### src/design/cpo_pkg.sv
package cpo_pkg;

	// Default sizing of the vertex stores and of the coordinates.
	localparam int MAX_VERTICES_DEF = 16;
	localparam int COORD_WIDTH_DEF  = 16;

	// Width of the vertex coordinate ports.
	localparam int VERTEX_BITS = 16;

	// Codes of the separated_by result field.
	localparam logic [1:0] SEP_NONE = 2'd0;
	localparam logic [1:0] SEP_A    = 2'd1;
	localparam logic [1:0] SEP_B    = 2'd2;

	// Commands from the controller to the datapath.
	typedef struct packed {
		logic wr_a;    // store the incoming vertex in polygon A
		logic wr_b;    // store the incoming vertex in polygon B
		logic edge_b;  // the edge under test belongs to polygon B
		logic clr_mm;  // clear the projection intervals
		logic ld_p0;   // capture the first vertex of the edge
		logic ld_nrm;  // form the edge normal from the second vertex
		logic scan;    // a projection read is issued this cycle
		logic first;   // this read is vertex zero
		logic va;      // vertex exists in polygon A
		logic vb;      // vertex exists in polygon B
	} cpo_cmd_t;

	// Status from the datapath to the controller.
	typedef struct packed {
		logic gap;     // the two projection intervals do not touch
	} cpo_status_t;

endpackage

### src/design/cpo_ctrl.sv
module cpo_ctrl #(
	parameter int MAX_VERTICES = cpo_pkg::MAX_VERTICES_DEF
) (
	input  logic                            clk,
	input  logic                            arst_n,
	input  logic                            start,
	input  logic                            polygon_id,
	input  logic                            last_vertex,
	input  cpo_pkg::cpo_status_t            status,
	output cpo_pkg::cpo_cmd_t               cmd,
	output logic [$clog2(MAX_VERTICES)-1:0] wr_addr,
	output logic [$clog2(MAX_VERTICES)-1:0] rd_addr,
	output logic                            busy,
	output logic                            done,
	output logic                            colliding,
	output logic [1:0]                      separated_by,
	output logic                            overflow
);

	localparam int AW   = $clog2(MAX_VERTICES);
	localparam int CNTW = $clog2(MAX_VERTICES + 1);
	localparam logic [CNTW-1:0] CNT_FULL = CNTW'(MAX_VERTICES);
	localparam logic [CNTW-1:0] CNT_ONE  = CNTW'(1);

	typedef enum logic [2:0] {
		ST_IDLE,
		ST_START,
		ST_NRM_I,
		ST_NRM_J,
		ST_NRM_N,
		ST_SCAN,
		ST_DRAIN,
		ST_CHECK
	} state_t;

	state_t          state_q;
	logic [CNTW-1:0] cnt_a_q;
	logic [CNTW-1:0] cnt_b_q;
	logic            ovf_q;
	logic            edge_b_q;
	logic [AW-1:0]   i_q;
	logic [AW-1:0]   k_q;
	logic [1:0]      drain_q;
	logic            done_q;
	logic            colliding_q;
	logic [1:0]      sep_q;
	logic            ovf_out_q;

	logic            accept;
	logic            full_a;
	logic            full_b;
	logic [CNTW-1:0] n_edge;
	logic [CNTW-1:0] k_max;
	logic            i_last;
	logic            k_last;
	logic [AW-1:0]   j_idx;

	// Edge and scan bookkeeping.
	assign accept = start && (state_q == ST_IDLE);
	assign full_a = (cnt_a_q == CNT_FULL);
	assign full_b = (cnt_b_q == CNT_FULL);
	assign n_edge = edge_b_q ? cnt_b_q : cnt_a_q;
	assign k_max  = (cnt_a_q > cnt_b_q) ? cnt_a_q : cnt_b_q;
	assign i_last = ((CNTW'(i_q) + CNT_ONE) == n_edge);
	assign k_last = ((CNTW'(k_q) + CNT_ONE) == k_max);
	assign j_idx  = i_last ? '0 : (i_q + AW'(1));

	// Commands and addresses for the datapath.
	always_comb begin
		cmd        = '0;
		cmd.wr_a   = accept && !polygon_id && !full_a;
		cmd.wr_b   = accept && polygon_id && !full_b;
		cmd.edge_b = edge_b_q;
		cmd.clr_mm = (state_q == ST_NRM_I);
		cmd.ld_p0  = (state_q == ST_NRM_J);
		cmd.ld_nrm = (state_q == ST_NRM_N);
		cmd.scan   = (state_q == ST_SCAN);
		cmd.first  = (k_q == '0);
		cmd.va     = (CNTW'(k_q) < cnt_a_q);
		cmd.vb     = (CNTW'(k_q) < cnt_b_q);
		wr_addr    = polygon_id ? cnt_b_q[AW-1:0] : cnt_a_q[AW-1:0];
		unique case (state_q)
			ST_NRM_I: rd_addr = i_q;
			ST_NRM_J: rd_addr = j_idx;
			ST_SCAN:  rd_addr = k_q;
			default:  rd_addr = '0;
		endcase
	end

	// Sequencer: loads vertices, walks the edges, and issues the result.
	always_ff @(posedge clk or negedge arst_n) begin
		if (!arst_n) begin
			state_q     <= ST_IDLE;
			cnt_a_q     <= '0;
			cnt_b_q     <= '0;
			ovf_q       <= 1'b0;
			edge_b_q    <= 1'b0;
			i_q         <= '0;
			k_q         <= '0;
			drain_q     <= '0;
			done_q      <= 1'b0;
			colliding_q <= 1'b0;
			sep_q       <= cpo_pkg::SEP_NONE;
			ovf_out_q   <= 1'b0;
		end else begin
			done_q <= 1'b0;
			unique case (state_q)
				ST_IDLE: begin
					if (accept) begin
						if (!polygon_id) begin
							if (full_a) ovf_q <= 1'b1;
							else cnt_a_q <= cnt_a_q + CNT_ONE;
						end else begin
							if (full_b) ovf_q <= 1'b1;
							else cnt_b_q <= cnt_b_q + CNT_ONE;
						end
						if (last_vertex) state_q <= ST_START;
					end
				end
				ST_START: begin
					i_q <= '0;
					if (cnt_a_q != '0) begin
						edge_b_q <= 1'b0;
						state_q  <= ST_NRM_I;
					end else if (cnt_b_q != '0) begin
						edge_b_q <= 1'b1;
						state_q  <= ST_NRM_I;
					end else begin
						// Both polygons empty: nothing can separate them.
						done_q      <= 1'b1;
						colliding_q <= 1'b1;
						sep_q       <= cpo_pkg::SEP_NONE;
						ovf_out_q   <= ovf_q;
						cnt_a_q     <= '0;
						cnt_b_q     <= '0;
						ovf_q       <= 1'b0;
						state_q     <= ST_IDLE;
					end
				end
				ST_NRM_I: state_q <= ST_NRM_J;
				ST_NRM_J: state_q <= ST_NRM_N;
				ST_NRM_N: begin
					k_q     <= '0;
					state_q <= ST_SCAN;
				end
				ST_SCAN: begin
					if (k_last) begin
						drain_q <= '0;
						state_q <= ST_DRAIN;
					end else begin
						k_q <= k_q + AW'(1);
					end
				end
				ST_DRAIN: begin
					if (drain_q == 2'd2) state_q <= ST_CHECK;
					else drain_q <= drain_q + 2'd1;
				end
				ST_CHECK: begin
					if (status.gap) begin
						done_q      <= 1'b1;
						colliding_q <= 1'b0;
						sep_q       <= edge_b_q ? cpo_pkg::SEP_B : cpo_pkg::SEP_A;
						ovf_out_q   <= ovf_q;
						cnt_a_q     <= '0;
						cnt_b_q     <= '0;
						ovf_q       <= 1'b0;
						state_q     <= ST_IDLE;
					end else if (!i_last) begin
						i_q     <= i_q + AW'(1);
						state_q <= ST_NRM_I;
					end else if (!edge_b_q && (cnt_b_q != '0)) begin
						edge_b_q <= 1'b1;
						i_q      <= '0;
						state_q  <= ST_NRM_I;
					end else begin
						done_q      <= 1'b1;
						colliding_q <= 1'b1;
						sep_q       <= cpo_pkg::SEP_NONE;
						ovf_out_q   <= ovf_q;
						cnt_a_q     <= '0;
						cnt_b_q     <= '0;
						ovf_q       <= 1'b0;
						state_q     <= ST_IDLE;
					end
				end
				default: state_q <= ST_IDLE;
			endcase
		end
	end

	assign busy         = (state_q != ST_IDLE);
	assign done         = done_q;
	assign colliding    = colliding_q;
	assign separated_by = sep_q;
	assign overflow     = ovf_out_q;

endmodule

### config.mk
export PLATFORM = sky130hd
export DESIGN_NAME = cpo_ctrl
export DESIGN_NICKNAME = d
export VERILOG_FILES = /design/src/design/cpo_pkg.sv /design/src/design/cpo_ctrl.sv
export SDC_FILE = /design/constraint.sdc
export NUM_CORES = 1
export LEC_CHECK = 0
export BUFFER_PORTS_ARGS = -buffer_cell sky130_fd_sc_hd__clkbuf_2
export CAP_MARGIN = 20
export CORE_MARGIN = 4
export CORE_UTILIZATION = 55
export DETAILED_ROUTE_END_ITERATION = 10
export PLACE_DENSITY = 0.79
export REMOVE_ABC_BUFFERS = 1
export SLEW_MARGIN = 40
export SYNTH_ARGS = -nofsm -noshare
export SYNTH_HDL_FRONTEND = slang
export SYNTH_SLANG_ARGS = --single-unit
### constraint.sdc
create_clock -name clk -period 3.5 [get_ports clk]
set_input_delay 0.175 -clock clk [delete_from_list [all_inputs] [get_ports clk]]
set_output_delay 0.175 -clock clk [all_outputs]
set_load 0.005 [all_outputs]
==> results of run 1 <==
[area by class of cell]
type                       count  area, µm²
tap                           52       65.1
clock buffer                   6       82.6
multi-input combinational    229       1680
inverter                      17       63.8
clock inverter                 2       12.5
timing repair buffer          32        170
sequential                    30        751
fill                         395       1620
[registers in the layout (all words and copies together) (netlist names)]
register	flops
cnt_a_q	5
cnt_b_q	5
colliding	1
done	1
drain_q	2
edge_b_q	1
i_q	4
k_q	4
overflow	1
ovf_q	1
separated_by	2
state_q	3
[how the worst max path moves through the flow]
stage,from,endpoint,slack [ns],cells after the start
6_report,cnt_b_q[2]$_DFFE_PN0P_,drain_q[1]$_DFFE_PN0P_,0.44,8
5_1_grt,cnt_b_q[2]$_DFFE_PN0P_,drain_q[1]$_DFFE_PN0P_,0.24,8
4_1_cts,cnt_b_q[2]$_DFFE_PN0P_,drain_q[1]$_DFFE_PN0P_,0.47,8
3_5_place_dp,cnt_b_q[2]$_DFFE_PN0P_,drain_q[1]$_DFFE_PN0P_,0.52,8
3_3_place_gp,cnt_b_q[2]$_DFFE_PN0P_,drain_q[1]$_DFFE_PN0P_,0.64,8
2_1_floorplan,cnt_b_q[2]$_DFFE_PN0P_,drain_q[1]$_DFFE_PN0P_,0.91,8
[per-layer routing]
layer / track usage (%) / vias up
met5: 0 / -
met1: 30.3 / 1100
met3: 3.90 / 10
met2: 38.8 / 69
met4: 7.25 / 0
li1: - / 1109
[timing repair]
| item | 4_1_cts | 5_1_grt |
|---|---|---|
| setup endpoints to repair | 0 | 0 |
| hold buffers | 1 | 0 |
| endpoints found under the hold margin | 30 | 0 |
[per-stage QoR]
step | hold slack [ns] | instances | worst slack, ns | power [µW]
finish | 0.179 | 368 | 0.444 | 2810
global route | 0.223 | 368 | 0.242 | 3060
CTS | 0.178 | 368 | 0.472 | 2800
detailed placement | 0.278 | 359 | 0.518 | 2490
global placement | 0.276 | 359 | 0.639 | 2430
floorplan | -0.121 | 276 | 0.911 | 1970
[cell families after synthesis]
family / after synthesis / synth area share (%)
muxes: 14 / 5.60
adders and majority gates: 19 / 9.26
buffers and inverters: 29 / 5.46
and+or+nand+nor: 98 / 19.4
xor gates and xnor gates: 19 / 7.55
DFF: 30 / 29.2
AOI/OAI and AO/OA: 79 / 23.4
[worst register-to-register path: stages (launching register included)]
cell and delay (ns):
dfrtp_1 0.47, inv_1 0.19, ha_1 0.36, a211oi_1 0.35
nor2_1 0.12, o21ai_0 0.48, mux2_2 0.42, nor2_1 0.34
a221oi_1 0.16
[placed cells by master (no fill, tap or decap), types with 5 or more instances in the layout]
cell and instances:
a21oi_1 6, a31oi_1 5, clkbuf_2 28, clkbuf_8 6
dfrtp_1 30, ha_1 19, inv_1 17, mux2i_1 11
nand2_1 36, nand2b_1 6, nand3_1 10, nor2_1 20
o21ai_0 21, xnor2_1 13
[power breakdown]
part	leakage [µW]	switching [µW]	internal [µW]
sequential	0.000391	246	472
clock	0.0000472	138	158
combinational	0.000823	1020	776
total	0.00126	1400	1410
==> impl_metrics.env, run 1 <==
export IMPL_outcome="completed"
export IMPL_synthTopCellsByCount="nand2_1 (36), dfrtp_1 (30), o21ai_0 (21)"
export IMPL_htreeDepth=2
export IMPL_synthesis_area_um2=2570
export IMPL_gp_congestion=0.906
export IMPL_cpMostUsedCell="nor2_1"
export IMPL_routed_wirelength_mm=6.41
export IMPL_clkTransAtPathRegs_ns=0.07
export IMPL_fin_area_um2=2820
export IMPL_synth_edf_count=0
export IMPL_crit_path_start_kind="flip-flop"
export IMPL_grt_first_pass_wirelength_mm=11.1
export IMPL_cp_required_ns=3.62
export IMPL_yosys_register_bits=30
export IMPL_end_kind="flip-flop"
export IMPL_hpwl_mm=4.84
export IMPL_max_freq_mhz=327
export IMPL_dr_max_layer_used="met4"
export IMPL_finalClockSkew_ns=0.00549
export IMPL_netlist_area_leader_share_pct=29.2
export IMPL_grt_max_degree=31
export IMPL_peakVddDrop_mv=0.492
export IMPL_path_buf_inv=1
export IMPL_dieHeight_um=76.3
export IMPL_ctsResizeCount=0
export IMPL_min_period_over_period_pct=87.3
export IMPL_area_growth_pct=9.89
export IMPL_critical_path_max_fanout=7
export IMPL_synth_warnings=0
export IMPL_slew_headroom_pct=48.4
export IMPL_fp_coreArea_um2=4440
export IMPL_ys_seq_area_share_pct=29.2
export IMPL_final_nets=340
export IMPL_drv_cap=0
export IMPL_slew_viol_final=0
export IMPL_async_flop_share_pct=100
export IMPL_post_drt_via_cell_ratio=6.22
export IMPL_setup_tns_final_ns=0
export IMPL_die_area_um2=5830
export IMPL_r2r_end="drain_q[1]$_DFFE_PN0P_"
export IMPL_worst_r2r_path_depth=8
export IMPL_finalCriticalPeriod_ns=3.06
export IMPL_cts_buffers_inserted=5
export IMPL_met2_length_mm=2.99
export IMPL_crit_chain="inv_1 -> ha_1 -> a211oi_1 -> nor2_1 -> o21ai_0 -> mux2_2 -> nor2_1 -> a221oi_1"
export IMPL_ios=30
export IMPL_post_route_drc_count=0
export IMPL_grt_antenna_before_repair=0
export IMPL_min_from="status"
export IMPL_hp_class="in -> reg"
export IMPL_rsz0062_at_grt="false"
export IMPL_setup_viol=0
export IMPL_cpPeakStageDelay_ns=0.48
export IMPL_vias=2288
export IMPL_cts_root_buf="clkbuf_8"
export IMPL_clk_latency_ns=0.28
export IMPL_wl_met3_um=346
export IMPL_ant_nets=0
export IMPL_timing_reg2reg_setup_slack_ns=0.44
export IMPL_p_leak_uw=0.00126
export IMPL_diodes=0
export IMPL_cts_path_max_buffers=2
export IMPL_row_count=24
export IMPL_ys_types=63
export IMPL_tightest_slew_ns=0.772
export IMPL_arrival_ns=3.18
export IMPL_cpMaxStageDelayCell="o21ai_0"
export IMPL_cts_sink_count=30
export IMPL_start_util_pct=57.8
export IMPL_synth_top_area_cell="dfrtp_1"
export IMPL_drtIter0Drc=230
export IMPL_die_w_um=76.3
export IMPL_cts_tree="built"
export IMPL_hold_viol_final=0
export IMPL_synthFlopType="dfrtp_1"
export IMPL_drive_gt1_share_pct=18.4
export IMPL_placed_area_um2=2720
export IMPL_first_pass_iters=4
export IMPL_syn_inst=288
export IMPL_syn_mean_instance_area_um2=8.91
export IMPL_grt_ovfl_total=0
export IMPL_synth_area_leaders="dfrtp_1 (29%), ha_1 (9.3%), nand2_1 (5.3%)"
export IMPL_cp_top_family="compound AO/OA/AOI/OAI gates"
export IMPL_postCtsSetupRepairBufs=0
export IMPL_final_util_pct=63.5
export IMPL_holdPathEnd="separated_by[0]$_DFFE_PN0P_"
export IMPL_portBuffers=29
export IMPL_yosysMostFrequentCell="nand2_1"
export IMPL_powerDensity_nw_per_um2=995
export IMPL_met1_length_mm=2.98
export IMPL_min_path_cells=3
export IMPL_wl_per_cell_um=17.4
export IMPL_critPathKind="reg -> reg"
export IMPL_r2r_start="cnt_b_q[2]$_DFFE_PN0P_"
export IMPL_grt_use_total_pct=23.1
export IMPL_grt_pass1_vias=2348
Power figures use the tool's default switching activity.
==> run 2: changes to the inputs <==
--- a/config.mk
+++ b/config.mk
@@ -8,9 +8,8 @@
 export BUFFER_PORTS_ARGS = -buffer_cell sky130_fd_sc_hd__clkbuf_2
 export CAP_MARGIN = 20
 export CORE_MARGIN = 4
-export CORE_UTILIZATION = 55
+export CORE_UTILIZATION = 40
 export DETAILED_ROUTE_END_ITERATION = 10
-export PLACE_DENSITY = 0.79
 export REMOVE_ABC_BUFFERS = 1
 export SLEW_MARGIN = 40
 export SYNTH_ARGS = -nofsm -noshare
==> run 2 against run 1 <==
Effect of this change: global-route usage fell by 4.7 points; sequential power is 7.5% lower; clock power shrank 6.8%; die area up 33%; sequential share of layout area down 0.42 points; non-clock buffer count increased by 4; flip-flop and latch count is the same; critical path depth unchanged; critical path type is now reg -> out; highest routed layer unchanged.
==> impl_metrics.env, run 2 (synthesized netlist as in run 1, its figures left out) <==
export IMPL_setup_tns_final_ns=0
export IMPL_cp_top_family="compound AO/OA/AOI/OAI gates"
export IMPL_min_period_over_period_pct=82.5
export IMPL_powerDensity_nw_per_um2=995
export IMPL_grt_antenna_before_repair=0
export IMPL_cts_path_max_buffers=2
export IMPL_area_growth_pct=11.6
export IMPL_cp_required_ns=3.32
export IMPL_min_from="status"
export IMPL_die_w_um=88.1
export IMPL_peakVddDrop_mv=0.656
export IMPL_crit_chain="ha_1 -> xnor2_1 -> xnor2_1 -> nand4_2 -> o21ai_0 -> o22ai_1 -> a221o_1 -> clkbuf_2"
export IMPL_final_cell_mix="nand2_1 (36), dfrtp_1 (30), clkbuf_2 (28)"
export IMPL_clkTransAtPathRegs_ns=0.07
export IMPL_cts_buffers_inserted=5
export IMPL_arrival_ns=2.71
export IMPL_max_freq_mhz=346
export IMPL_p_switching_uw=1410
export IMPL_cpMaxStageDelayCell="o21ai_0"
export IMPL_critical_path_max_fanout=7
export IMPL_postCtsSetupRepairBufs=0
export IMPL_slew_headroom_pct=50.5
export IMPL_end_kind="output port"
export IMPL_die_area_um2=7760
export IMPL_hp_class="in -> reg"
export IMPL_htreeDepth=2
export IMPL_p_leak_uw=0.00128
export IMPL_regArea_um2=751
export IMPL_outcome="completed"
export IMPL_grt_max_degree=31
export IMPL_dieHeight_um=88.1
export IMPL_vias=2295
export IMPL_critPathKind="reg -> out"
export IMPL_crit_path_start_kind="flip-flop"
export IMPL_finalCriticalPeriod_ns=2.89
export IMPL_start_util_pct=42.4
export IMPL_holdPathEnd="separated_by[0]$_DFFE_PN0P_"
export IMPL_p_seq_share_pct=23.3
export IMPL_internal_power_uw=1440
export IMPL_r2r_start="cnt_b_q[2]$_DFFE_PN0P_"
export IMPL_diodes=0
export IMPL_first_pass_iters=4
export IMPL_p_clk_share_pct=9.7
export IMPL_grt_use_total_pct=18.5
export IMPL_switching_share_pct=49.5
export IMPL_grt_first_pass_wirelength_mm=11.1
export IMPL_place_ws_ns=0.631
export IMPL_hpwl_mm=5.03
export IMPL_worst_r2r_path_depth=9
export IMPL_ctsResizeCount=0
export IMPL_final_common_cell="nand2_1"
export IMPL_post_drt_via_cell_ratio=5.82
export IMPL_grt_ovfl_total=0
export IMPL_final_fill_count=599
export IMPL_cpPeakStageDelay_ns=0.51
export IMPL_cts_tree="built"
export IMPL_ant_nets=0
export IMPL_cts_root_buf="clkbuf_8"
export IMPL_row_count=28
export IMPL_final_nets=344
export IMPL_routed_wirelength_mm=6.70
export IMPL_path_buf_inv=1
export IMPL_drv_cap=0
export IMPL_fp_coreArea_um2=6060
export IMPL_clk_latency_ns=0.29
export IMPL_hold_viol_final=0
export IMPL_grt_pass1_vias=2198
export IMPL_wl_per_cell_um=17.0
export IMPL_multiInputGateArea_um2=1680
export IMPL_ios=30
export IMPL_setup_viol=0
export IMPL_tightest_slew_ns=0.740
export IMPL_min_path_cells=3
export IMPL_cts_sink_count=30
export IMPL_holdBufCountCts=1
export IMPL_dp_cells=386
export IMPL_fin_cells=394
export IMPL_finalClockSkew_ns=0.0109
export IMPL_drive_gt1_share_pct=19.1
export IMPL_setup_ws_ns=0.613
export IMPL_cpMostUsedCell="xnor2_1"
export IMPL_combPwrFrac_pct=67.1
export IMPL_r2r_end="drain_q[1]$_DFFE_PN0P_"
export IMPL_drtIter0Drc=167
export IMPL_slew_viol_final=0
export IMPL_rsz0062_at_grt="false"
export IMPL_portBuffers=29
export IMPL_post_route_drc_count=0
export IMPL_timing_reg2reg_setup_slack_ns=0.63
export IMPL_reg_largest_list="cnt_a_q (5), cnt_b_q (5)"
export IMPL_gp_congestion=0.851
run 2: worst reg2reg max path, cell delays in order, from the launching register on:
cell and delay [ns]:
dfrtp_1 0.45, inv_1 0.25, ha_1 0.32, a211oi_1 0.36, nor2_1 0.12, o21ai_0 0.17
buf_4 0.15, mux2_2 0.35, nor2_1 0.37, a221oi_1 0.16
run 2: power groups by stage:
stage          Sequential (µW)  Clock (µW)  Combinational (µW)
2_1_floorplan              644           0                1330
3_3_place_gp               670           0                1880
3_5_place_dp               672           0                1900
4_1_cts                    665         281                1910
5_1_grt                    689         300                2160
6_report                   664         276                1910
run 2: metal layers:
layer | routed length (µm) | track usage, %
met1 | 3210 | 26.3
met2 | 3100 | 29.4
met3 | 304 | 3.20
met4 | 83 | 3.98
met5 | 0 | 0
run 2: cell type report:
cell class	count	area share (%)
tap	75	3.27
inverter	17	2.23
multi-input combinational	229	58.5
timing repair buffer	36	7.07
sequential	30	26.2
clock buffer	5	2.40
clock inverter	2	0.349
run 2: per-stage QoR:
stage / instance area [µm²] / utilization [%] / hold WS (ns) / total power [µW]
finish: 2870 / 47.3 / 0.199 / 2850
global route: 2870 / 47.3 / 0.243 / 3140
CTS: 2860 / 47.3 / 0.201 / 2860
detailed placement: 2780 / 45.8 / 0.312 / 2570
global placement: 2780 / 45.8 / 0.296 / 2550
floorplan: 2490 / - / -0.121 / 1970
run 2: worst max-delay path by stage:
stage / start / to / slack, ns / cells past startpoint
floorplan: cnt_b_q[2]$_DFFE_PN0P_ / drain_q[1]$_DFFE_PN0P_ / 0.91 / 8
global placement: cnt_b_q[2]$_DFFE_PN0P_ / drain_q[1]$_DFFE_PN0P_ / 0.77 / 9
detailed placement: cnt_b_q[2]$_DFFE_PN0P_ / drain_q[1]$_DFFE_PN0P_ / 0.63 / 9
CTS: cnt_b_q[2]$_DFFE_PN0P_ / drain_q[1]$_DFFE_PN0P_ / 0.62 / 9
global route: cnt_b_q[2]$_DFFE_PN0P_ / drain_q[1]$_DFFE_PN0P_ / 0.29 / 9
finish: i_q[0]$_DFFE_PN0P_ / rd_addr[2] / 0.61 / 8
==> run 3: changes to the inputs <==
==> constraint.sdc (replaced) <==
create_clock -name clk -period 2.81 [get_ports clk]
set_input_delay 0.1405 -clock clk [delete_from_list [all_inputs] [get_ports clk]]
set_output_delay 0.1405 -clock clk [all_outputs]
set_load 0.005 [all_outputs]
==> run 3 against run 2 <==
Effect of this change: design area increased by 5.0%; combinational power increased by 36%; cell count increased by 3.0%; sequential power increased by 19%; clock skew increased by 0.0013 ns; clock-buffer cell count increased by 1; flip-flop and latch count unchanged; hold slack got worse by 0.056 ns; routed wire length increased by 5.0%; utilization increased by 2.4 points; die area unchanged; critical path type is now reg -> reg; largest cell class unchanged.
==> impl_metrics.env, run 3 (synthesized netlist as in run 1, its figures left out) <==
export IMPL_drv_cap=0
export IMPL_grt_antenna_before_repair=0
export IMPL_p_clk_share_pct=11.9
export IMPL_final_nets=356
export IMPL_critical_path_max_fanout=12
export IMPL_drtIter0Drc=89
export IMPL_grt_max_degree=31
export IMPL_die_area_um2=7760
export IMPL_end_kind="flip-flop"
export IMPL_dieHeight_um=88.1
export IMPL_combPwrFrac_pct=67.5
export IMPL_final_cell_mix="nand2_1 (36), dfrtp_1 (30), clkbuf_2 (28)"
export IMPL_die_w_um=88.1
export IMPL_max_freq_mhz=379
export IMPL_reg_largest_list="cnt_a_q (5), cnt_b_q (5)"
export IMPL_hp_class="in -> reg"
export IMPL_diodes=0
export IMPL_row_count=28
export IMPL_hold_viol_final=0
export IMPL_cts_root_buf="clkbuf_8"
export IMPL_internal_power_uw=2000
export IMPL_area_growth_pct=17.3
export IMPL_clk_latency_ns=0.29
export IMPL_drive_gt1_share_pct=23.0
export IMPL_crit_start="i_q[0]$_DFFE_PN0P_"
export IMPL_path_buf_inv=0
export IMPL_cp_required_ns=2.96
export IMPL_peakVddDrop_mv=0.576
export IMPL_post_drt_via_cell_ratio=5.62
export IMPL_crit_path_start_kind="flip-flop"
export IMPL_setup_viol=0
export IMPL_crit_chain="ha_1 -> xnor2_1 -> xnor2_1 -> nand4_2 -> or3_4 -> and2_1 -> o31ai_1"
export IMPL_grt_pass1_vias=2313
export IMPL_ant_nets=0
export IMPL_place_ws_ns=0.170
export IMPL_arrival_ns=2.79
export IMPL_cp_endpoint="cnt_a_q[2]$_DFFE_PN0P_"
export IMPL_wl_per_cell_um=17.3
export IMPL_slew_viol_final=0
export IMPL_start_util_pct=42.4
export IMPL_worst_r2r_path_depth=7
export IMPL_grt_use_total_pct=19.4
export IMPL_timing_reg2reg_setup_slack_ns=0.17
export IMPL_routed_wirelength_mm=7.04
export IMPL_crit_cells=7
export IMPL_p_leak_uw=0.00135
export IMPL_r2r_end="cnt_a_q[2]$_DFFE_PN0P_"
export IMPL_rsz0062_at_grt="false"
export IMPL_cpMostUsedCell="xnor2_1"
export IMPL_clkTransAtPathRegs_ns=0.07
export IMPL_finalCriticalPeriod_ns=2.64
export IMPL_powerDensity_nw_per_um2=1270
export IMPL_slew_headroom_pct=53.6
export IMPL_p_seq_share_pct=20.6
export IMPL_finalClockSkew_ns=0.0121
export IMPL_cts_buffers_inserted=5
export IMPL_vias=2281
export IMPL_switching_share_pct=47.8
export IMPL_portBuffers=29
export IMPL_cts_tree="built"
export IMPL_critPathKind="reg -> reg"
export IMPL_r2r_start="i_q[0]$_DFFE_PN0P_"
export IMPL_setup_ws_ns=0.169
export IMPL_cp_top_family="simple AND/OR/NAND/NOR gates"
export IMPL_grt_first_pass_wirelength_mm=11.6
export IMPL_min_from="status"
export IMPL_p_switching_uw=1830
export IMPL_final_common_cell="nand2_1"
export IMPL_setup_tns_final_ns=0
export IMPL_min_period_over_period_pct=94.0
export IMPL_post_route_drc_count=0
export IMPL_first_pass_iters=4
export IMPL_fp_coreArea_um2=6060
export IMPL_cpPeakStageDelay_ns=0.53
export IMPL_cts_sink_count=30
export IMPL_final_util_pct=49.7
export IMPL_tightest_slew_ns=0.696
export IMPL_gp_congestion=0.888
export IMPL_htreeDepth=2
export IMPL_outcome="completed"
export IMPL_cts_path_max_buffers=2
export IMPL_hpwl_mm=5.50
export IMPL_cpMaxStageDelayCell="or3_4"
export IMPL_grt_ovfl_total=0
export IMPL_ios=30
-- run 3: metal layers --
metal / track usage (%) / up-vias / wire (µm) / part of all wire, %
met1: 25.7 / 1097 / 3350 / 48
met4: 5.49 / 0 / 61 / 0.87
li1: - / 1134 / - / -
met5: 0 / - / 0 / 0
met2: 32.2 / 44 / 3340 / 48
met3: 3.86 / 6 / 283 / 4.0
-- run 3: area by class of cell --
class / instances / area (µm²)
clock buffers: 6 / 82.6
clock inverters: 1 / 30.0
fillers: 595 / 3050
inverters: 17 / 63.8
multi-input cells: 229 / 1700
flip-flops and latches: 30 / 751
well taps: 75 / 93.8
repair buffers: 48 / 290
-- run 3: worst min-delay path: stages --
cell,delay [ns]
clkbuf_2,0.12
nand2_1,0.07
o21ai_0,0.06
-- run 3: through the flow --
step                area (µm²)  instances  hold slack [ns]  total power (µW)
finish                    3010        406            0.143              3830
floorplan                 2490        276           -0.155              2460
detailed placement        2870        398            0.264              3350
CTS                       2990        406            0.139              3820
global route              3010        406            0.175              4220
global placement          2870        398            0.269              3300
-- run 3: power by group through the flow --
stage	clock [µW]	combinational, µW	sequential, µW
2_1_floorplan	0	1660	802
3_3_place_gp	0	2510	789
3_5_place_dp	0	2550	796
4_1_cts	466	2570	789
5_1_grt	489	2910	819
6_report	457	2590	790
-- run 3: timing repair --
item                       in CTS  in global routing
pin swaps                       0                  0
hold buffers                    1                  0
hold endpoints to repair       30                  0
resized for setup               1                  4
buffers inserted                0                  0
setup endpoints to repair       1                  5
-- run 3: how the worst min path moves through the flow --
stage                                  endpoint  slack (ns)  cells after the start
finish              separated_by[0]$_DFFE_PN0P_        0.14                      3
global route        separated_by[0]$_DFFE_PN0P_        0.18                      3
floorplan                cnt_a_q[0]$_DFFE_PN0P_       -0.16                      0
global placement         cnt_a_q[0]$_DFFE_PN0P_        0.27                      1
CTS                 separated_by[0]$_DFFE_PN0P_        0.14                      3
detailed placement               done$_DFF_PN0_        0.26                      1
